**config.mk**
```make
export PLATFORM = sky130hd
export DESIGN_NAME = tca_sqrt_cell
export DESIGN_NICKNAME = d
export VERILOG_FILES = /design/src/rtl/core/tca_sqrt_cell.sv
export SDC_FILE = /design/constraint.sdc
export NUM_CORES = 1
export LEC_CHECK = 0
export ABC_AREA = 1
export BUFFER_PORTS_ARGS = -buffer_cell sky130_fd_sc_hd__buf_2
export CAP_MARGIN = 20
export CELL_PAD_IN_SITES_DETAIL_PLACEMENT = 1
export CELL_PAD_IN_SITES_GLOBAL_PLACEMENT = 2
export CORE_ASPECT_RATIO = 0.75
export CORE_MARGIN = 4
export CORE_UTILIZATION = 26
export CTS_CLUSTER_DIAMETER = 80
export CTS_CLUSTER_SIZE = 28
export DETAILED_ROUTE_END_ITERATION = 12
export GPL_ROUTABILITY_DRIVEN = 0
export HOLD_SLACK_MARGIN = 0.08
export PLACE_DENSITY = 0.76
export SYNTH_ARGS = -nofsm -noshare
export SYNTH_HDL_FRONTEND = slang
export SYNTH_SLANG_ARGS = --single-unit
```
**constraint.sdc**
```tcl
create_clock -name clk_i -period 0.8 [get_ports clk_i]
set_clock_uncertainty 0.1 [all_clocks]
set_input_delay 0.16 -clock clk_i [delete_from_list [all_inputs] [get_ports clk_i]]
set_output_delay 0.16 -clock clk_i [all_outputs]
set_load 0.1 [all_outputs]
```
**src/rtl/core/tca_sqrt_cell.sv**
```systemverilog
// One bit step of a pipelined integer square root, with a passenger field.
// Stands alone; instantiated in chains by the top level.
`default_nettype none

module tca_sqrt_cell #(
  parameter int unsigned W     = 64,
  parameter int unsigned SW    = 1,
  parameter int unsigned STAGE = 0
) (
  input  wire logic          clk_i,
  input  wire logic          rst_ni,
  input  wire logic          en_i,
  input  wire logic          valid_i,
  input  wire logic [W-1:0]  rem_i,
  input  wire logic [W-1:0]  root_i,
  input  wire logic [SW-1:0] side_i,
  output logic               valid_o,
  output logic [W-1:0]       rem_o,
  output logic [W-1:0]       root_o,
  output logic [SW-1:0]      side_o
);

  // Weight of the root bit that this step decides.
  localparam logic [W-1:0] Bit = {{(W-1){1'b0}}, 1'b1} << (W - 2 - 2 * STAGE);

  logic          valid_q;
  logic [W-1:0]  rem_q, rem_d;
  logic [W-1:0]  root_q, root_d;
  logic [SW-1:0] side_q;
  logic [W:0]    trial;

  // Subtract the trial value when it fits into the remainder.
  always_comb begin
    trial = {1'b0, root_i} + {1'b0, Bit};
    if ({1'b0, rem_i} >= trial) begin
      rem_d  = rem_i - trial[W-1:0];
      root_d = (root_i >> 1) + Bit;
    end else begin
      rem_d  = rem_i;
      root_d = root_i >> 1;
    end
  end

  always_ff @(posedge clk_i or negedge rst_ni) begin
    if (!rst_ni) begin
      valid_q <= 1'b0;
    end else if (en_i) begin
      valid_q <= valid_i;
    end
  end

  always_ff @(posedge clk_i) begin
    if (en_i) begin
      rem_q  <= rem_d;
      root_q <= root_d;
      side_q <= side_i;
    end
  end

  assign valid_o = valid_q;
  assign rem_o   = rem_q;
  assign root_o  = root_q;
  assign side_o  = side_q;

endmodule

`default_nettype wire

```
==> results of run 1 <==
[Yosys cell counts (10+ instances only)]
master                     count  share of area
sky130_fd_sc_hd__edfxtp_1    129           0.35
sky130_fd_sc_hd__ha_1         65          0.073
sky130_fd_sc_hd__nor2_1       94          0.031
sky130_fd_sc_hd__nand2_1     725           0.24
sky130_fd_sc_hd__inv_1       398           0.13
sky130_fd_sc_hd__nand3b_1     16          0.011
sky130_fd_sc_hd__a21oi_1      42          0.019
sky130_fd_sc_hd__buf_2        10         0.0045
sky130_fd_sc_hd__nand3_1     132          0.059
sky130_fd_sc_hd__nor2_2       21          0.012
sky130_fd_sc_hd__xor2_1       30          0.023
sky130_fd_sc_hd__inv_2        14         0.0047
[flip-flops by register name (all words and copies together) (netlist names)]
name	flops
side_o	1
valid_o	1
root_o	64
rem_o	64
[repair_timing]
item,4_1_cts,5_1_grt
gates cloned,8,5
gates resized for setup,170,163
setup endpoints to repair,197,198
setup buffers,18,6
pin swaps,30,16
endpoints found under the hold margin,143,80
[layout make-up]
| type | instances | area [sq um] | share of cell area |
|---|---|---|---|
| Clock buffer | 17 | 425.4 | 0.01982 |
| Clock inverter | 14 | 212.7 | 0.009909 |
| Inverter | 412 | 1572 | 0.07321 |
| Multi-Input combinational cell | 1174 | 7654 | 0.3565 |
| Sequential cell | 130 | 3902 | 0.1818 |
| Tap cell | 569 | 711.9 | 0.03316 |
| Timing Repair Buffer | 671 | 6989 | 0.3256 |
[where the power goes]
group          internal (mW)  switching [mW]  total (mW)
sequential              8.52           0.661        9.18
combinational           7.92            12.3        20.2
clock                   5.49            3.34        8.83
total                   21.9            16.2        38.2
[worst max-delay path by stage]
stage / from / to / slack (ps) / depth (start not counted)
floorplan: root_i[63] / rem_o[10]$_DFFE_PP_ / -1160 / 15
global placement: root_i[21] / rem_o[58]$_DFFE_PP_ / -1860 / 14
detailed placement: root_i[62] / rem_o[10]$_DFFE_PP_ / -1880 / 14
CTS: rem_i[14] / rem_o[51]$_DFFE_PP_ / -1090 / 13
global route: root_i[50] / rem_o[35]$_DFFE_PP_ / -1230 / 18
finish: root_i[40] / rem_o[58]$_DFFE_PP_ / -1190 / 14
[per-layer routing]
layer  track usage  vias up  part of all wire  wire, microns
met5             0        -           0.00072             41
met4       0.05444        6             0.021           1164
met3       0.05575       60             0.062           3524
met2        0.3722      334              0.45          25350
met1        0.3304     6434              0.47          26480
li1              -     6608                 -              -
[cell families after synthesis]
logic type | count (synthesis) | synth area share
simple gates | 1025 | 0.3775
compound gates | 51 | 0.02309
mux | 1 | 0.001004
fa+ha+maj | 66 | 0.07429
flops | 130 | 0.3476
buf+inv | 433 | 0.1524
xor+xnor | 31 | 0.02421
[placed cells by master (no fill, tap or decap), types with 34 or more instances in the layout]
cell / netlist / routed
sky130_fd_sc_hd__nand2_1: 725 / 572
sky130_fd_sc_hd__inv_1: 398 / 361
sky130_fd_sc_hd__buf_4: 5 / 314
sky130_fd_sc_hd__buf_12: 0 / 140
sky130_fd_sc_hd__edfxtp_1: 129 / 129
sky130_fd_sc_hd__nand2_2: 7 / 127
sky130_fd_sc_hd__buf_2: 10 / 125
sky130_fd_sc_hd__nand3_2: 1 / 68
sky130_fd_sc_hd__dlygate4sd3_1: 0 / 64
sky130_fd_sc_hd__nand3_1: 132 / 60
sky130_fd_sc_hd__ha_4: 0 / 58
sky130_fd_sc_hd__nor2_1: 94 / 48
sky130_fd_sc_hd__inv_2: 14 / 45
sky130_fd_sc_hd__nor2_2: 21 / 35
sky130_fd_sc_hd__nand2_4: 1 / 34
sky130_fd_sc_hd__nor2_4: 2 / 34
[metrics by stage]
step | cell area (sq um) | instances | total power [mW] | utilization
after detailed placement | 18520 | 2855 | 27.53 | 0.4372
after CTS | 20760 | 2977 | 37.63 | 0.4900
after global placement | 18520 | 2855 | 27.21 | 0.4372
final | 21470 | 2987 | 38.18 | 0.5066
after floorplan | 12370 | 1737 | 19.45 | -
after global routing | 21470 | 2987 | 39.90 | 0.5066
==> impl_metrics.prom, run 1 <==
# TYPE chip_impl_metric gauge
chip_impl_info{name="status",value="finished with violations"} 1
chip_impl_info{name="failed_checks",value="negative hold slack, negative setup slack"} 1
chip_impl_metric{name="post_route_cells_drive_above_1_share",unit=""} 0.4438
chip_impl_metric{name="layout_setup_ws",unit="ps"} -1188
chip_impl_metric{name="syn_area_per_cell",unit="sq um"} 6.458
chip_impl_metric{name="relSlewSlack",unit=""} 0.7551
chip_impl_metric{name="seq_area_frac_synth",unit=""} 0.3476
chip_impl_metric{name="async_reset_ff_frac",unit=""} 0.007692
chip_impl_metric{name="die_width",unit="microns"} 247.8
chip_impl_metric{name="vias",unit=""} 13442
chip_impl_metric{name="synth-edff-count",unit=""} 129
chip_impl_metric{name="grtUsageTotal",unit=""} 0.2368
chip_impl_metric{name="grt_remaining_overflow",unit=""} 0
chip_impl_metric{name="syn_inst",unit=""} 1737
chip_impl_info{name="cpLargestDelayFamily",value="simple AND/OR/NAND/NOR gates"} 1
chip_impl_metric{name="drt_first_pass_iters",unit=""} 5
chip_impl_info{name="crit_chain",value="buf_2 > inv_1 > ha_4 > nand2_2 > buf_4 > nor2_2 > nand2_1 > nor2_2 > and3_1 > nand2_2 > nand2_1 > nand2_1 > nand3_1 > nand2_2"} 1
chip_impl_metric{name="final.setup.tns",unit="ps"} -144340
chip_impl_metric{name="insertion_delay",unit="ps"} 460
chip_impl_metric{name="finalHoldViolCount",unit=""} 43
chip_impl_metric{name="cp_slowest_stage_delay",unit="ps"} 300
chip_impl_metric{name="rr_worst_depth",unit=""} 1
chip_impl_metric{name="drt_first_iter_violations",unit=""} 730
chip_impl_metric{name="grt_pass1_vias",unit=""} 14259
chip_impl_metric{name="worstPathRequired",unit="ps"} 910
chip_impl_metric{name="power.leakage",unit="nW"} 11.02
chip_impl_metric{name="drt_wl_total",unit="microns"} 56560
chip_impl_info{name="critical_path.reg2reg.endpoint",value="valid_o$_DFFE_PN0P_"} 1
chip_impl_metric{name="critical_path_buf_inv_count",unit=""} 3
chip_impl_metric{name="antenna_cells",unit=""} 0
chip_impl_metric{name="global_route_wire_length_before_repair",unit="microns"} 83720
chip_impl_metric{name="post-dp-hpwl",unit="microns"} 43670
chip_impl_metric{name="count_of_port_buffers_added_during_placement",unit=""} 262
chip_impl_metric{name="fp.dieArea",unit="sq mm"} 0.04656
chip_impl_metric{name="power.ir.vdd_worst",unit="mV"} 1.600
chip_impl_info{name="synth-main-ff-cell",value="sky130_fd_sc_hd__edfxtp_1"} 1
chip_impl_info{name="class_of_the_tightest_hold_or_removal_check",value="in -> reg"} 1
chip_impl_info{name="min-delay-start",value="root_i[22]"} 1
chip_impl_metric{name="r2r_setup_slack",unit="ps"} -160
chip_impl_info{name="critPathSlowestCell",value="sky130_fd_sc_hd__ha_4"} 1
chip_impl_metric{name="worstMarginPinSlew",unit="ps"} 367.3
chip_impl_metric{name="synth.cell_area",unit="sq mm"} 0.01122
chip_impl_metric{name="fillCellCount",unit=""} 5092
chip_impl_metric{name="fin_crit",unit="ps"} 1988
chip_impl_metric{name="post-route-period-util",unit=""} 2.485
chip_impl_metric{name="synth.ff_latch_count",unit=""} 130
chip_impl_metric{name="yosys.cell_types.count",unit=""} 33
chip_impl_info{name="cts_tree",value="yes"} 1
chip_impl_metric{name="maxClockFrequency",unit="MHz"} 503.0
chip_impl_metric{name="die_ht",unit="microns"} 187.9
chip_impl_metric{name="clkSlewWorstSetupHoldPaths",unit="ps"} 60
chip_impl_metric{name="clock-sinks",unit=""} 130
chip_impl_metric{name="antenna_found_initial",unit=""} 5
chip_impl_info{name="holdPathEnd",value="root_o[21]$_DFFE_PP_"} 1
chip_impl_metric{name="htree_levels",unit=""} 4
chip_impl_metric{name="timing.critical_path.arrival",unit="ps"} 2100
chip_impl_metric{name="powerDensity",unit="mW/mm^2"} 1779
chip_impl_metric{name="whs",unit="ps"} -105.4
chip_impl_metric{name="ys_warn_count",unit=""} 0
chip_impl_info{name="regToRegStartpoint",value="valid_o$_DFFE_PN0P_"} 1
chip_impl_info{name="path_class",value="in -> reg"} 1
chip_impl_metric{name="antenna_left",unit=""} 0
chip_impl_metric{name="min_path_cells",unit=""} 2
chip_impl_metric{name="drt_drc_violations_left",unit=""} 0
chip_impl_info{name="rsz0062_at_grt",value="yes"} 1
chip_impl_metric{name="setup_viol_count_final",unit=""} 199
chip_impl_metric{name="cts_hold_repair.buffers",unit=""} 65
chip_impl_metric{name="areaGrowthSynthToFinish",unit="%"} 91.38
chip_impl_metric{name="finish.net_count",unit=""} 2605
chip_impl_metric{name="worstPathMaxFanout",unit=""} 4
chip_impl_info{name="worst_setup_path_end_kind",value="register"} 1
chip_impl_metric{name="vias_per_cell",unit=""} 4.500
chip_impl_info{name="clockRootBuffer",value="sky130_fd_sc_hd__clkbuf_16"} 1
chip_impl_metric{name="slew_viol_final",unit=""} 0
chip_impl_metric{name="pin_count",unit=""} 263
chip_impl_metric{name="detailedPlace.worstSlack",unit="ps"} -1878
chip_impl_metric{name="grt_start_max_net_pins",unit=""} 37
chip_impl_metric{name="initial_core_util",unit=""} 0.2647
chip_impl_metric{name="core-area",unit="sq mm"} 0.04237
chip_impl_metric{name="std_cell_rows",unit=""} 65
chip_impl_info{name="startpoint_type_of_the_worst_setup_path",value="input port"} 1
chip_impl_metric{name="maxCapViolations",unit=""} 0
chip_impl_metric{name="numCtsBuffers",unit=""} 17
chip_impl_metric{name="max-clock-path-buffers",unit=""} 2
chip_impl_metric{name="drt_wl_cell",unit="microns"} 18.94
chip_impl_metric{name="postSynthNetCount",unit=""} 1936
Note: power is estimated with default switching activity, not from simulation.
==> run 2: changes to the inputs <==
--- a/config.mk
+++ b/config.mk
@@ -14,7 +14,7 @@
 export CORE_MARGIN = 4
 export CORE_UTILIZATION = 26
 export CTS_CLUSTER_DIAMETER = 80
-export CTS_CLUSTER_SIZE = 28
+export CTS_CLUSTER_SIZE = 10
 export DETAILED_ROUTE_END_ITERATION = 12
 export GPL_ROUTABILITY_DRIVEN = 0
 export HOLD_SLACK_MARGIN = 0.08
==> constraint.sdc (replaced) <==
create_clock -name clk_i -period 0.8 [get_ports clk_i]
set_clock_uncertainty 0.1 [all_clocks]
set_input_delay 0.16 -clock clk_i [delete_from_list [all_inputs] [get_ports clk_i]]
set_output_delay 0.16 -clock clk_i [all_outputs]
set_load 0.01 [all_outputs]
==> run 2 against run 1 <==
  * Via count barely moved
  * Critical path type unchanged
  * Highest routed layer is now met4
  * The flow still finishes with violations (negative hold slack, negative setup slack)
  * Flip-flop and latch count stayed put
  * Cell count rose by 0.57%
  * Worst setup slack worse by 52 ps
  * Largest power group unchanged
  * Critical endpoint is now rem_o[1]$_DFFE_PP_
  * Global-route usage shrank 1.0 points
==> impl_metrics.prom, run 2 (same netlist as run 1, synthesis figures left out) <==
# TYPE chip_impl_metric gauge
chip_impl_metric{name="fp.dieArea",unit="sq mm"} 0.04656
chip_impl_info{name="startpoint_type_of_the_worst_setup_path",value="input port"} 1
chip_impl_metric{name="vias_per_cell",unit=""} 4.478
chip_impl_info{name="critPathSlowestCell",value="sky130_fd_sc_hd__ha_4"} 1
chip_impl_metric{name="numCtsBuffers",unit=""} 17
chip_impl_metric{name="initial_core_util",unit=""} 0.2647
chip_impl_metric{name="vias",unit=""} 13453
chip_impl_metric{name="critical_path_buf_inv_count",unit=""} 5
chip_impl_metric{name="cp_slowest_stage_delay",unit="ps"} 300
chip_impl_info{name="clockRootBuffer",value="sky130_fd_sc_hd__clkbuf_16"} 1
chip_impl_metric{name="globalRouteMet1Util",unit=""} 0.3250
chip_impl_metric{name="areaGrowthSynthToFinish",unit="%"} 77.49
chip_impl_metric{name="drt_first_iter_violations",unit=""} 808
chip_impl_metric{name="layout.cells.non_filler",unit=""} 3004
chip_impl_info{name="regToRegStartpoint",value="valid_o$_DFFE_PN0P_"} 1
chip_impl_metric{name="die_ht",unit="microns"} 187.9
chip_impl_metric{name="antenna_found_initial",unit=""} 0
chip_impl_metric{name="drt_wl_cell",unit="microns"} 18.78
chip_impl_info{name="path_class",value="in -> reg"} 1
chip_impl_metric{name="std_cell_rows",unit=""} 65
chip_impl_metric{name="drt_wl_total",unit="microns"} 56410
chip_impl_metric{name="global_route_wire_length_before_repair",unit="microns"} 80320
chip_impl_metric{name="clkSlewWorstSetupHoldPaths",unit="ps"} 60
chip_impl_metric{name="post-route-period-util",unit=""} 2.549
chip_impl_info{name="status",value="finished with violations"} 1
chip_impl_metric{name="antenna_cells",unit=""} 0
chip_impl_metric{name="worstPathMaxFanout",unit=""} 7
chip_impl_info{name="rsz0062_at_grt",value="yes"} 1
chip_impl_metric{name="rr_worst_depth",unit=""} 1
chip_impl_info{name="cpLargestDelayFamily",value="simple AND/OR/NAND/NOR gates"} 1
chip_impl_metric{name="min_path_cells",unit=""} 2
chip_impl_info{name="crit_chain",value="buf_8 > ha_4 > inv_2 > ha_4 > inv_4 > nor3_4 > nand3_2 > nor2_2 > nand3_1 > nand2_2 > nor2_4 > buf_12 > nand2_8 > buf_12 > o21ai_2"} 1
chip_impl_info{name="cts_tree",value="yes"} 1
chip_impl_metric{name="finalHoldViolCount",unit=""} 45
chip_impl_metric{name="power.leakage",unit="nW"} 10.57
chip_impl_metric{name="worstPathRequired",unit="ps"} 920
chip_impl_info{name="class_of_the_tightest_hold_or_removal_check",value="in -> reg"} 1
chip_impl_info{name="final_cell_mix",value="557 x sky130_fd_sc_hd__nand2_1, 367 x sky130_fd_sc_hd__inv_1, 322 x sky130_fd_sc_hd__buf_4, 247 x sky130_fd_sc_hd__buf_2, 129 x sky130_fd_sc_hd__edfxtp_1"} 1
chip_impl_metric{name="grtUsageTotal",unit=""} 0.2268
chip_impl_metric{name="post-dp-hpwl",unit="microns"} 42080
chip_impl_metric{name="finish.net_count",unit=""} 2623
chip_impl_info{name="failed_checks",value="negative hold slack, negative setup slack"} 1
chip_impl_metric{name="layout_setup_ws",unit="ps"} -1240
chip_impl_metric{name="grt_remaining_overflow",unit=""} 0
chip_impl_metric{name="drt_drc_violations_left",unit=""} 0
chip_impl_info{name="layout_commonest_cell",value="sky130_fd_sc_hd__nand2_1"} 1
chip_impl_metric{name="slew_viol_final",unit=""} 0
chip_impl_metric{name="setup_viol_count_final",unit=""} 197
chip_impl_metric{name="powerDensity",unit="mW/mm^2"} 1488
chip_impl_metric{name="fin_crit",unit="ps"} 2040
chip_impl_metric{name="antenna_left",unit=""} 0
chip_impl_metric{name="insertion_delay",unit="ps"} 460
chip_impl_metric{name="whs",unit="ps"} -97.49
chip_impl_info{name="cp_startpoint",value="root_i[63]"} 1
chip_impl_metric{name="power.ir.vdd_worst",unit="mV"} 1.728
chip_impl_info{name="top_usage_layer",value="met2"} 1
chip_impl_metric{name="place.detailed.instances",unit=""} 2865
chip_impl_metric{name="met3_use_gr",unit=""} 0.04832
chip_impl_metric{name="core-area",unit="sq mm"} 0.04237
chip_impl_metric{name="cp.depth",unit=""} 15
chip_impl_metric{name="cts_hold_repair.buffers",unit=""} 63
chip_impl_metric{name="worstMarginPinSlew",unit="ps"} 407.8
chip_impl_metric{name="relSlewSlack",unit=""} 0.7256
chip_impl_metric{name="maxCapViolations",unit=""} 0
chip_impl_metric{name="htree_levels",unit=""} 4
chip_impl_metric{name="grt_start_max_net_pins",unit=""} 40
chip_impl_metric{name="timing.critical_path.arrival",unit="ps"} 2160
chip_impl_metric{name="drt_first_pass_iters",unit=""} 5
chip_impl_metric{name="max-clock-path-buffers",unit=""} 2
chip_impl_metric{name="fin_util",unit=""} 0.4699
chip_impl_metric{name="grt_pass1_vias",unit=""} 14091
chip_impl_metric{name="pin_count",unit=""} 263
chip_impl_metric{name="die_width",unit="microns"} 247.8
chip_impl_metric{name="post_route_cells_drive_above_1_share",unit=""} 0.4489
chip_impl_metric{name="global_route_met2_usage",unit=""} 0.3542
chip_impl_info{name="worst_setup_path_end_kind",value="register"} 1
chip_impl_metric{name="clock-sinks",unit=""} 130
chip_impl_metric{name="detailedPlace.worstSlack",unit="ps"} -1839
chip_impl_info{name="min-delay-start",value="root_i[39]"} 1
chip_impl_metric{name="count_of_port_buffers_added_during_placement",unit=""} 262
chip_impl_metric{name="maxClockFrequency",unit="MHz"} 490.3
[run 2: layout make-up]
cell class	instances	area, sq um
inverter	412	1569
tap	569	711.9
multi-input combinational	1177	7900
fill	5236	22460
sequential	130	3899
timing repair buffer	686	5320
clock inverter	8	65.06
clock buffer	22	444.2
[run 2: final timing paths]
check                                  endpoint  slack, ps
min reg2reg                 valid_o$_DFFE_PN0P_        430
min                        root_o[38]$_DFFE_PP_       -100
max in group asynchronous   valid_o$_DFFE_PN0P_        580
max                          rem_o[1]$_DFFE_PP_      -1240
max reg2reg                 valid_o$_DFFE_PN0P_        -70
min in group asynchronous   valid_o$_DFFE_PN0P_        -70
[run 2: stage by stage]
| stage | TNS (ps) | instance area (sq um) | power [mW] |
|---|---|---|---|
| after global placement | -144440 | 16660 | 19.27 |
| after CTS | -133970 | 18760 | 28.18 |
| after detailed placement | -142810 | 16660 | 19.55 |
| after global routing | -143880 | 19910 | 31.32 |
| final | -133240 | 19910 | 29.62 |
| after floorplan | -75710 | 12360 | 14.29 |
[run 2: power by group]
part | leakage (nW) | internal, mW | total (mW) | switching, mW
sequential | 1.27 | 8.47 | 8.67 | 0.200
combinational | 9.05 | 6.15 | 13.8 | 7.61
clock | 0.248 | 4.17 | 7.19 | 3.02
total | 10.6 | 18.8 | 29.6 | 10.8
[run 2: repair_timing]
| item | CTS | global route |
|---|---|---|
| gates resized for setup | 161 | 223 |
| setup buffers | 18 | 7 |
| pin swaps | 21 | 66 |
| gates cloned | 9 | 16 |
| endpoints found under the hold margin | 139 | 78 |
| setup endpoints to repair | 197 | 200 |
[run 2: layer usage]
metal	up-vias	part of all wire
li1	6644	-
met4	0	0.011
met5	-	0
met1	6442	0.49
met2	331	0.45
met3	36	0.057
