<file path="src/rtl/core/tca_pkg.sv">
// Shared types and constants for the tilt-compensated attitude pipeline.
// No dependencies; used by the CORDIC cells and the top level.
`default_nettype none

package tca_pkg;

  // Internal angles are signed degrees scaled by 2^16.
  localparam int unsigned AngW    = 26;
  localparam int unsigned AtanLen = 24;

  typedef logic signed [AngW-1:0] ang_t;

  localparam ang_t ANG_180 = 26'sd11796480;
  localparam ang_t ANG_360 = 26'sd23592960;

  // CORDIC start value, the reciprocal of the gain of an unlimited number of stages in Q30.
  localparam logic signed [31:0] GAIN_Q30 = 32'sd652032874;

  // Output limits in 1/64 degree.
  localparam logic signed [15:0] MAX_TILT_OUT  = 16'sd5760;
  localparam logic signed [15:0] FULL_TURN_OUT = 16'sd23040;

  // atan(2^-i) in degrees * 2^16, rounded to nearest.
  localparam ang_t ATAN_TAB [AtanLen] = '{
    26'sd2949120, 26'sd1740967, 26'sd919879, 26'sd466945,
    26'sd234379,  26'sd117304,  26'sd58666,  26'sd29335,
    26'sd14668,   26'sd7334,    26'sd3667,   26'sd1833,
    26'sd917,     26'sd458,     26'sd229,    26'sd115,
    26'sd57,      26'sd29,      26'sd14,     26'sd7,
    26'sd4,       26'sd2,       26'sd1,      26'sd0
  };

endpackage

`default_nettype wire

</file>
<file path="src/rtl/core/tca_cordic_cell.sv">
// One CORDIC micro-rotation stage, vectoring or rotation mode, with a passenger field.
// Depends on tca_pkg for the angle type and the arctangent table.
`default_nettype none

module tca_cordic_cell #(
  parameter int unsigned XW     = 36,
  parameter int unsigned SW     = 1,
  parameter int unsigned STAGE  = 0,
  parameter bit          VECTOR = 1'b1
) (
  input  wire logic                 clk_i,
  input  wire logic                 rst_ni,
  input  wire logic                 en_i,
  input  wire logic                 valid_i,
  input  wire logic signed [XW-1:0] x_i,
  input  wire logic signed [XW-1:0] y_i,
  input  wire tca_pkg::ang_t        z_i,
  input  wire logic [SW-1:0]        side_i,
  output logic                      valid_o,
  output logic signed [XW-1:0]      x_o,
  output logic signed [XW-1:0]      y_o,
  output tca_pkg::ang_t             z_o,
  output logic [SW-1:0]             side_o
);

  localparam tca_pkg::ang_t Step = tca_pkg::ATAN_TAB[STAGE];

  logic                 valid_q;
  logic signed [XW-1:0] x_q, x_d, y_q, y_d, dx, dy;
  tca_pkg::ang_t        z_q, z_d;
  logic [SW-1:0]        side_q;
  logic                 cw;

  assign dx = y_i >>> STAGE;
  assign dy = x_i >>> STAGE;

  // Vectoring drives y toward zero; rotation drives z toward zero.
  assign cw = VECTOR ? !y_i[XW-1] : z_i[tca_pkg::AngW-1];

  always_comb begin
    if (cw) begin
      x_d = x_i + dx;
      y_d = y_i - dy;
      z_d = z_i + Step;
    end else begin
      x_d = x_i - dx;
      y_d = y_i + dy;
      z_d = z_i - Step;
    end
  end

  always_ff @(posedge clk_i or negedge rst_ni) begin
    if (!rst_ni) begin
      valid_q <= 1'b0;
    end else if (en_i) begin
      valid_q <= valid_i;
    end
  end

  always_ff @(posedge clk_i) begin
    if (en_i) begin
      x_q    <= x_d;
      y_q    <= y_d;
      z_q    <= z_d;
      side_q <= side_i;
    end
  end

  assign valid_o = valid_q;
  assign x_o     = x_q;
  assign y_o     = y_q;
  assign z_o     = z_q;
  assign side_o  = side_q;

endmodule

`default_nettype wire
</file>
<file path="config.mk">
export PLATFORM = sky130hd
export DESIGN_NAME = tca_cordic_cell
export DESIGN_NICKNAME = d
export VERILOG_FILES = /design/src/rtl/core/tca_pkg.sv /design/src/rtl/core/tca_cordic_cell.sv
export SDC_FILE = /design/constraint.sdc
export NUM_CORES = 1
export LEC_CHECK = 0
export BUFFER_PORTS_ARGS = -buffer_cell sky130_fd_sc_hd__buf_4
export CAP_MARGIN = 0
export CORE_MARGIN = 2
export CORE_UTILIZATION = 61
export DETAILED_ROUTE_END_ITERATION = 8
export GPL_ROUTABILITY_DRIVEN = 0
export PLACE_DENSITY = 0.88
export SLEW_MARGIN = 10
export SYNTH_ARGS = -nofsm -noshare
export SYNTH_HDL_FRONTEND = slang
export SYNTH_SLANG_ARGS = --single-unit
</file>
<file path="constraint.sdc">
create_clock -name clk_i -period 1.65 [get_ports clk_i]
set_input_delay 0.33 -clock clk_i [delete_from_list [all_inputs] [get_ports clk_i]]
set_output_delay 0.33 -clock clk_i [all_outputs]
set_load 0.005 [all_outputs]
</file>
==> impl_metrics.ini, run 1 <==
[status]
status = did not finish
failing_step = 4_1_cts
firstError = [ERROR DPL-0038] Utilization greater than 100%, impossible to legalize

[synth]
seq_area_frac_synth_pct = 30.8
syn-num-nets = 1304
synthAdderAreaFrac_pct = 15.5
yosys.cell_types.count = 81
synth_edf_count = 98
yosys.area.top_type_share_pct = 30.6
synth_simple_gate_area_share_pct = 13.0
synth.area.mux_share_pct = 2.20
synth_top_area_cell = edfxtp_1
synth_area_per_cell_um2 = 8.88
synth_area_um2 = 9620
ys_warn_count = 0
synthTopCellsByCount = a21oi_1 (129), ha_1 (113), inv_1 (110)
synth_xor_area_share_pct = 6.92
netlist_instances = 1084
synthTopCellsByArea = edfxtp_1 (31%), ha_1 (15%), a21oi_1 (6.7%)
synth_compound_gate_area_share_pct = 24.2
synth_top_family_by_area = compound AO/OA/AOI/OAI gates
synth-main-ff-cell = edfxtp_1
yosys.cell_count.top_type = a21oi_1
ys_seq_elements = 99
synthArstFlopShare_pct = 1.01

[placed_design]
dp_hpwl_mm = 33.9
dp_cells = 1784
portBuffers = 202
placed_cell_area_um2 = 14300

[cts]
ctsHoldBuffers = 1
htreeDepth = 3
numCtsBuffers = 9
cts-resized-gates = 211
clk_path_buf_depth = 2
clkSinkCount = 99
postCtsSetupBuffers = 70
clock-root-buffer = clkbuf_16

[floorplanning]
start_util_pct = 62.8
rows = 45
die_y_um = 130
die_w_um = 130
num_io_pins = 203
## per-stage QoR
step	TNS (ns)	hold slack [ns]	setup WS, ns
floorplan	-45.14	0.0344	-1.10
global placement	-75.90	0.106	-1.54
detailed placement	-87.33	0.109	-1.84
## cell families after synthesis
| family | Yosys count |
|---|---|
| AOI/OAI and AO/OA | 351 |
| xor gates and xnor gates | 76 |
| adders and majority gates | 117 |
| buffers and inverters | 170 |
| DFF | 99 |
| muxes | 21 |
| and+or+nand+nor | 250 |
==> run 2, diff against run 1 <==
CORE_UTILIZATION = 40   (was 61)
PLACE_DENSITY = not set   (was 0.88)
PLACE_DENSITY_LB_ADDON = 0.15   (was not set)
==> impl_metrics.ini, run 2 <==
[cts]
clk_path_buf_depth = 2
cts_tree = built
clk_pin_slew_ns = 0.08
clock-root-buffer = clkbuf_16
clk-insertion-delay-late_ns = 0.37
htreeDepth = 3
clkSinkCount = 99
numCtsBuffers = 9

[synth]
synthTopCellsByCount = a21oi_1 (129), ha_1 (113), inv_1 (110)
synth_area_per_cell_um2 = 8.88
seq_area_frac_synth_pct = 30.8
synth_edf_count = 98
synth_area_um2 = 9620
yosys.cell_count.top_type = a21oi_1
ys_warn_count = 0
yosys.cell_types.count = 81
synth-main-ff-cell = edfxtp_1
yosys.area.top_type_share_pct = 30.6
synth_top_area_cell = edfxtp_1
netlist_instances = 1084
ys_seq_elements = 99
syn-num-nets = 1304
synthArstFlopShare_pct = 1.01
synthTopCellsByArea = edfxtp_1 (31%), ha_1 (15%), a21oi_1 (6.7%)

[worst_setup_path]
cpPeakStageDelay_ns = 0.33
worstSetupPathType = primary input to flip-flop
crit_required_ns = 1.78
critPathTopFamily = compound AO/OA/AOI/OAI gates
crit_fanout = 3
crit_top_cell = a31oi_4
cpMaxStageDelayCell = fa_2
rrSetupSlack_ns = 0.88
setup.worst_path.end_class = flip-flop
arrival_ns = 2.91
path_buf_inv = 4
path_cells = buf_12 -> buf_8 -> inv_12 -> ha_4 -> fa_2 -> or2b_1 -> a211o_1 -> a31oi_4 -> a221o_1 -> a2111o_1 -> a31oi_4 -> buf_6 -> nor2_4 -> a21oi_2 -> xnor2_1
critPathLaunchType = primary input

[worst_hold_path]
hp-class = primary input to flip-flop

[drt]
viasPerCell = 5.35
drt_iter0_drc = 809
firstDrtPassIters = 5
wl_per_cell_um = 18.2
routed_wl_mm = 36.4
postRouteAntennaNets = 0
vias = 10706
drc_errors = 0

[final_layout]
antennaDiodeCount = 0
nets = 1897
mostFrequentLayoutCells = buf_4 (566), edfxtp_1 (98), inv_1 (92)
final_common_cell = buf_4
fin_util_pct = 71.1
layout-drive-gt1-share_pct = 53.3
area_growth_pct = 74.0
largest_reg_flops = 36

[placed_design]
dp_hpwl_mm = 27.0
portBuffers = 202
pre_cts_slack_ns = -1.61

[status]
status = finished, violations left
violations = negative setup slack

[timing]
tightest_slew_ns = 0.732
layout_setup_ws_ns = -1.13
hold_slack_ns = 0.129
fmax_mhz = 359
layout_min_cycle_time_ns = 2.78
grt_setup_unrepaired = yes
finalSetupViolCount = 67
max_slew_margin_pct = 51.2
maxSlewViolCount = 0
finClkSkew_ns = 0
hold_viol = 0
post-route-period-util_pct = 169

[floorplanning]
die_w_um = 159
die_y_um = 159
rows = 56
num_io_pins = 203
start_util_pct = 40.9
core_um2 = 23500
die_area_um2 = 25300

[power]
internal_power_w = 0.00746
pwr-share-comb_pct = 51.1
p_switching_w = 0.00416
pwr-share-clk_pct = 19.6
power.leakage_nw = 7.61
ir_drop_v = 0.000476
power_frac_seq_pct = 29.3
switching_share_pct = 35.8
power_density_nw_per_um2 = 694
total_power_w = 0.0116

[grt]
grt_usage_pct = 26.9
grt_pass1_wl_mm = 55.0
antenna_found_initial = 0
grt_max_degree = 63
grt_overflow_total = 0
grt_pass1_vias = 10583

[job]
maxCapViolations = 0
## run 2: cell counts after synthesis
Identical to the previous run, type by type.
## run 2: power by group through the flow
stage | Sequential (W) | Clock (W) | Combinational [W]
floorplan | 0.00349 | 0 | 0.00230
finish | 0.00341 | 0.00228 | 0.00594
detailed placement | 0.00346 | 0 | 0.00488
global route | 0.00345 | 0.00239 | 0.00630
CTS | 0.00341 | 0.00232 | 0.00541
global placement | 0.00346 | 0 | 0.00482
## run 2: layout make-up
| type | count | area [um^2] |
|---|---|---|
| repair buffers | 632 | 5120 |
| clock buffers | 9 | 225 |
| clock inverters | 7 | 77.6 |
| flip-flops and latches | 99 | 2970 |
| fillers | 1799 | 6790 |
| multi-input cells | 815 | 7450 |
| inverters | 120 | 505 |
| well taps | 319 | 399 |
## run 2: stage by stage
stage / TNS, ns / cell area (um^2) / instances
after floorplan: -45.14 / 10300 / 1084
after global placement: -79.35 / 14600 / 1911
after detailed placement: -80.76 / 14600 / 1911
after CTS: -48.94 / 16000 / 1970
after global routing: -56.50 / 16700 / 2001
final: -53.11 / 16700 / 2001
## run 2: cell families after synthesis
kind of cell	Yosys count	share of synthesized area, %
simple gates	250	13.0
buf+inv	170	7.29
fa+ha+maj	117	15.5
compound gates	351	24.2
mux	21	2.20
xor+xnor	76	6.92
flops	99	30.8
## run 2: repair_timing
item / CTS / global route
pin swaps: 127 / 98
endpoints found under the hold margin: 1 / 0
gates resized for setup: 155 / 111
setup endpoints to repair: 66 / 70
hold buffers: 1 / 0
gates cloned: 0 / 0
buffers inserted: 43 / 38
## run 2: final timing paths
check                         from  endpoint  cells after the start
max in group asynchronous   rst_ni   valid_o                      2
hold reg to reg            valid_o   valid_o                      1
setup reg to reg           valid_o   valid_o                      1
min in group asynchronous   rst_ni   valid_o                      2
hold / removal              z_i[1]    z_o[1]                      1
setup / recovery            x_i[0]   x_o[24]                     15
## run 2: per-layer routing
metal	track usage (%)	vias up	routed length, um
li1	-	5095	-
met1	36.2	5040	15900
met2	45.1	483	17100
met3	3.46	88	2270
met4	8.51	0	1120
met5	0	-	0
Power figures use the tool's default switching activity.
==> run 3, diff against run 2 <==
CORE_ASPECT_RATIO = 1.4   (was not set)
GPL_ROUTABILITY_DRIVEN = 1   (was 0)
==> impl_metrics.ini, run 3 (synthesized netlist as in run 2, its figures left out) <==
[final_layout]
layout-drive-gt1-share_pct = 52.2
largest_reg_flops = 36
mostFrequentLayoutCells = buf_4 (557), edfxtp_1 (98), inv_1 (91), ha_1 (91), a21oi_1 (82)
fin_cells = 1978
final_common_cell = buf_4
antennaDiodeCount = 0
stdcell_area_um2 = 16600
fin_util_pct = 69.6
nets = 1883
area_growth_pct = 72.1

[power]
total_power_w = 0.0117
ir_drop_v = 0.000567
power.leakage_nw = 7.50
power_density_nw_per_um2 = 704

[cts]
clkSinkCount = 99
numCtsBuffers = 9
clock-root-buffer = clkbuf_16
clk_path_buf_depth = 2
clk-insertion-delay-late_ns = 0.38
clk_pin_slew_ns = 0.09
cts_tree = built
htreeDepth = 3

[timing]
fmax_mhz = 362
finClkSkew_ns = 0
layout_min_cycle_time_ns = 2.76
tightest_slew_ns = 0.502
post-route-period-util_pct = 167
maxSlewViolCount = 0
layout_setup_ws_ns = -1.11
max_slew_margin_pct = 66.3
finalSetupViolCount = 64
hold_viol = 0
grt_setup_unrepaired = yes

[worst_setup_path]
crit_start = x_i[0]
worstSetupPathType = primary input to flip-flop
cpMaxStageDelayCell = fa_2
path_cells = buf_12 -> inv_12 -> ha_4 -> fa_2 -> or2b_1 -> a211o_1 -> a31oi_4 -> a221o_1 -> a2111o_1 -> a31oi_4 -> buf_4 -> buf_6 -> nor2_4 -> o2bb2ai_2 -> xnor2_1
rrSetupSlack_ns = 0.90
crit_fanout = 2
critPathLaunchType = primary input
crit_top_cell = a31oi_4
cpPeakStageDelay_ns = 0.34
arrival_ns = 2.89
crit_required_ns = 1.78
setup.worst_path.end_class = flip-flop
r2r-start = valid_o

[placed_design]
portBuffers = 202
placed_cell_area_um2 = 14700
dp_hpwl_mm = 28.1
dp_cells = 1916
globalplace.congestion = 0.950

[drt]
wl_per_cell_um = 18.3
routed_wl_mm = 36.2
firstDrtPassIters = 5
vias = 10498
postRouteAntennaNets = 0
drt_iter0_drc = 551
viasPerCell = 5.31
drc_errors = 0

[floorplanning]
start_util_pct = 40.4
die_y_um = 188
rows = 67
die_w_um = 135
num_io_pins = 203
die_area_um2 = 25300
core_um2 = 23800

[worst_hold_path]
min-delay-start = z_i[15]
hp-class = primary input to flip-flop

[job]
maxCapViolations = 0

[grt]
grt_pass1_wl_mm = 55.5
grt_max_degree = 37
antenna_found_initial = 0
grt_pass1_vias = 10784
grt_overflow_total = 0
grt_usage_pct = 27.9

[status]
violations = negative setup slack
status = finished, violations left
-- run 3: cell count changes in the layout (fill, tap and decap cells not counted), sizes merged --
cell,before,now
bufbuf,0,1
clkinvlp,4,2
buf,631,616
clkinv,10,8
inv,113,116
bufinv,0,1
-- run 3: layout make-up --
| cell class | count | area, um^2 |
|---|---|---|
| timing repair buffer | 618 | 4960 |
| sequential | 99 | 2970 |
| clock inverter | 7 | 97.6 |
| tap | 310 | 388 |
| multi-input combinational | 815 | 7420 |
| clock buffer | 9 | 225 |
| inverter | 120 | 507 |
| fill | 1914 | 7250 |
-- run 3: worst max-delay path: cells and delay by family --
family | cells | cell delay (ns)
compound gates | 6 | 1.18
simple gates | 2 | 0.34
fa+ha+maj | 2 | 0.49
buf+inv | 4 | 0.43
xor+xnor | 1 | 0.12
-- run 3: worst paths after layout --
path,to,cells after the start
min,z_o[15],1
max,x_o[28],15
min reg2reg,valid_o,1
max in group asynchronous,valid_o,2
min in group asynchronous,valid_o,2
max reg2reg,valid_o,1
-- run 3: layer usage --
metal	GRT usage [%]	vias up	share of wire [%]
met5	0	-	0
met4	15.5	0	4.8
met3	2.95	102	3.6
met2	51.3	303	54
met1	30.8	5017	38
li1	-	5076	-
-- run 3: timing repair --
| item | in CTS | in global routing |
|---|---|---|
| pin swaps | 80 | 94 |
| hold endpoints to repair | 1 | 0 |
| hold buffers | 1 | 0 |
| setup buffers | 29 | 29 |
| gates resized for setup | 125 | 120 |
| gates cloned | 1 | 0 |
| setup endpoints to repair | 67 | 68 |
-- run 3: power by group --
part | internal, W | switching (W) | total, W
Combinational | 0.00303 | 0.00279 | 0.00582
Sequential | 0.00328 | 0.000124 | 0.00341
Clock | 0.00124 | 0.00120 | 0.00243
-- run 3: per-stage QoR --
| step | setup WS (ns) | TNS [ns] | hold slack (ns) |
|---|---|---|---|
| after floorplan | -1.10 | -45.14 | 0.0344 |
| after global placement | -1.67 | -79.92 | 0.105 |
| after detailed placement | -1.74 | -81.64 | 0.110 |
| after CTS | -1.09 | -49.28 | 0.115 |
| after global routing | -1.18 | -53.46 | 0.112 |
| final | -1.11 | -48.67 | 0.120 |
==> run 4, diff against run 3 <==
BUFFER_PORTS_ARGS = not set   (was -buffer_cell sky130_fd_sc_hd__buf_4)
CTS_CLUSTER_DIAMETER = 120   (was not set)
DONT_BUFFER_PORTS = 1   (was not set)
==> impl_metrics.ini, run 4 (synthesized netlist as in run 2, its figures left out) <==
[drt]
drc_errors = 0
wl_met3_mm = 1.66
firstDrtPassIters = 5
viasPerCell = 5.53
wl_met2_mm = 18.7
postRouteAntennaNets = 0
vias = 9681
wl_per_cell_um = 19.8
routed_wl_mm = 34.6
wl_met1_mm = 12.5
drt_iter0_drc = 533
maxUsedRoutingLayer = met4

[worst_setup_path]
crit_top_cell = a311oi_4
worst-path-stages = 12
rrSetupSlack_ns = 0.85
reg2reg_to = valid_o
path_cells = inv_8 -> ha_4 -> or3b_4 -> a311oi_4 -> a31oi_4 -> a311oi_4 -> o211a_1 -> buf_6 -> o31ai_4 -> a211oi_2 -> o31a_1 -> xnor2_1
crit_fanout = 3
critPathTopFamily = compound AO/OA/AOI/OAI gates
crit_required_ns = 1.77
arrival_ns = 2.79
critPathLaunchType = primary input
setup.worst_path.end_class = flip-flop
r2r-start = valid_o
worstSetupPathType = primary input to flip-flop
cpMaxStageDelayCell = or3b_4
path_buf_inv = 2
cpPeakStageDelay_ns = 0.39
worstRegToRegCells = 1

[worst_hold_path]
min-delay-start = side_i
min_path_cells = 0
min_to = side_o
hp-class = primary input to flip-flop

[timing]
fmax_mhz = 374
post-route-period-util_pct = 162
layout_setup_ws_ns = -1.02
tightest_slew_ns = 0.550
max_slew_margin_pct = 63.3
maxSlewViolCount = 0
hold_viol = 0
finalSetupViolCount = 62
hold_slack_ns = 0.0556
layout_min_cycle_time_ns = 2.67
grt_setup_unrepaired = yes
finClkSkew_ns = 0

[final_layout]
multi_input_area_um2 = 7570
num-fill-cells = 1969
stdcell_area_um2 = 14900
largest_reg_flops = 36
layout-drive-gt1-share_pct = 45.5
area_growth_pct = 55.1
mostFrequentLayoutCells = buf_4 (340), edfxtp_1 (98), inv_1 (92)
nets = 1657
antennaDiodeCount = 0
final_common_cell = buf_4
seqCellArea_um2 = 2970

[floorplanning]
start_util_pct = 40.4
die_area_um2 = 25300
rows = 67
num_io_pins = 203
die_y_um = 188
die_w_um = 135
core_um2 = 23800

[cts]
clkSinkCount = 99
htreeDepth = 3
numCtsBuffers = 9
clk_pin_slew_ns = 0.08
clk-insertion-delay-late_ns = 0.36
clk_path_buf_depth = 2
clock-root-buffer = clkbuf_16
cts_tree = built

[power]
total_power_w = 0.0108
power.leakage_nw = 6.40
power_density_nw_per_um2 = 726
ir_drop_v = 0.000554

[grt]
grt_max_degree = 109
grt_pass1_vias = 9906
grt_pass1_wl_mm = 52.0
antenna_found_initial = 0
grt_overflow_total = 0
grt_usage_pct = 26.4

[placed_design]
dp_hpwl_mm = 26.3
placed_cell_area_um2 = 12800
globalplace.congestion = 0.952
portBuffers = 0

[status]
violations = negative setup slack
status = finished, violations left

[job]
maxCapViolations = 0
-- run 4: cell types whose count changed in the layout (fill, tap and decap cells not counted), moves of 5 or more --
cell	delta
buf_4	-217
mux2i_4	+6
buf_12	-6
mux2i_2	-5
-- run 4: per-layer routing --
metal / GRT usage [%] / up-vias
met5: 0 / -
met4: 14.1 / 0
met3: 4.92 / 113
met2: 48.9 / 325
met1: 27.7 / 4628
li1: - / 4615
-- run 4: repair_timing --
item | 4_1_cts | 5_1_grt
setup buffers | 40 | 38
gates resized for setup | 137 | 126
pin swaps | 122 | 128
hold buffers | 1 | 0
endpoints found under the hold margin | 1 | 0
endpoints found under the setup margin | 61 | 65
-- run 4: worst max path at each step --
stage | to | start
detailed placement | x_o[32] | x_i[0]
global placement | x_o[32] | x_i[0]
global route | x_o[32] | x_i[0]
floorplan | x_o[32] | x_i[0]
CTS | x_o[32] | x_i[0]
finish | x_o[31] | x_i[5]
-- run 4: area by class of cell --
type                       instances  share of cell area, %
multi-input combinational        815                   50.7
timing repair buffer             392                   21.0
sequential                        99                   19.9
inverter                         120                   3.60
tap                              310                   2.60
clock buffer                      10                   1.53
clock inverter                     6                  0.654
-- run 4: power breakdown --
part / leakage [nW] / switching (W) / internal [W]
Sequential: 0.971 / 0.000224 / 0.00330
Combinational: 5.27 / 0.00241 / 0.00249
Clock: 0.159 / 0.00106 / 0.00135
-- run 4: through the flow --
step / setup WS [ns] / std cells / setup TNS (ns) / utilization (%)
3_5_place_dp: -1.56 / 1672 / -71.44 / 53.8
4_1_cts: -1.00 / 1722 / -39.78 / 59.0
6_report: -1.02 / 1752 / -43.68 / 62.7
3_3_place_gp: -1.51 / 1672 / -70.17 / 53.8
5_1_grt: -1.07 / 1752 / -46.55 / 62.7
2_1_floorplan: -1.10 / 1084 / -45.14 / -
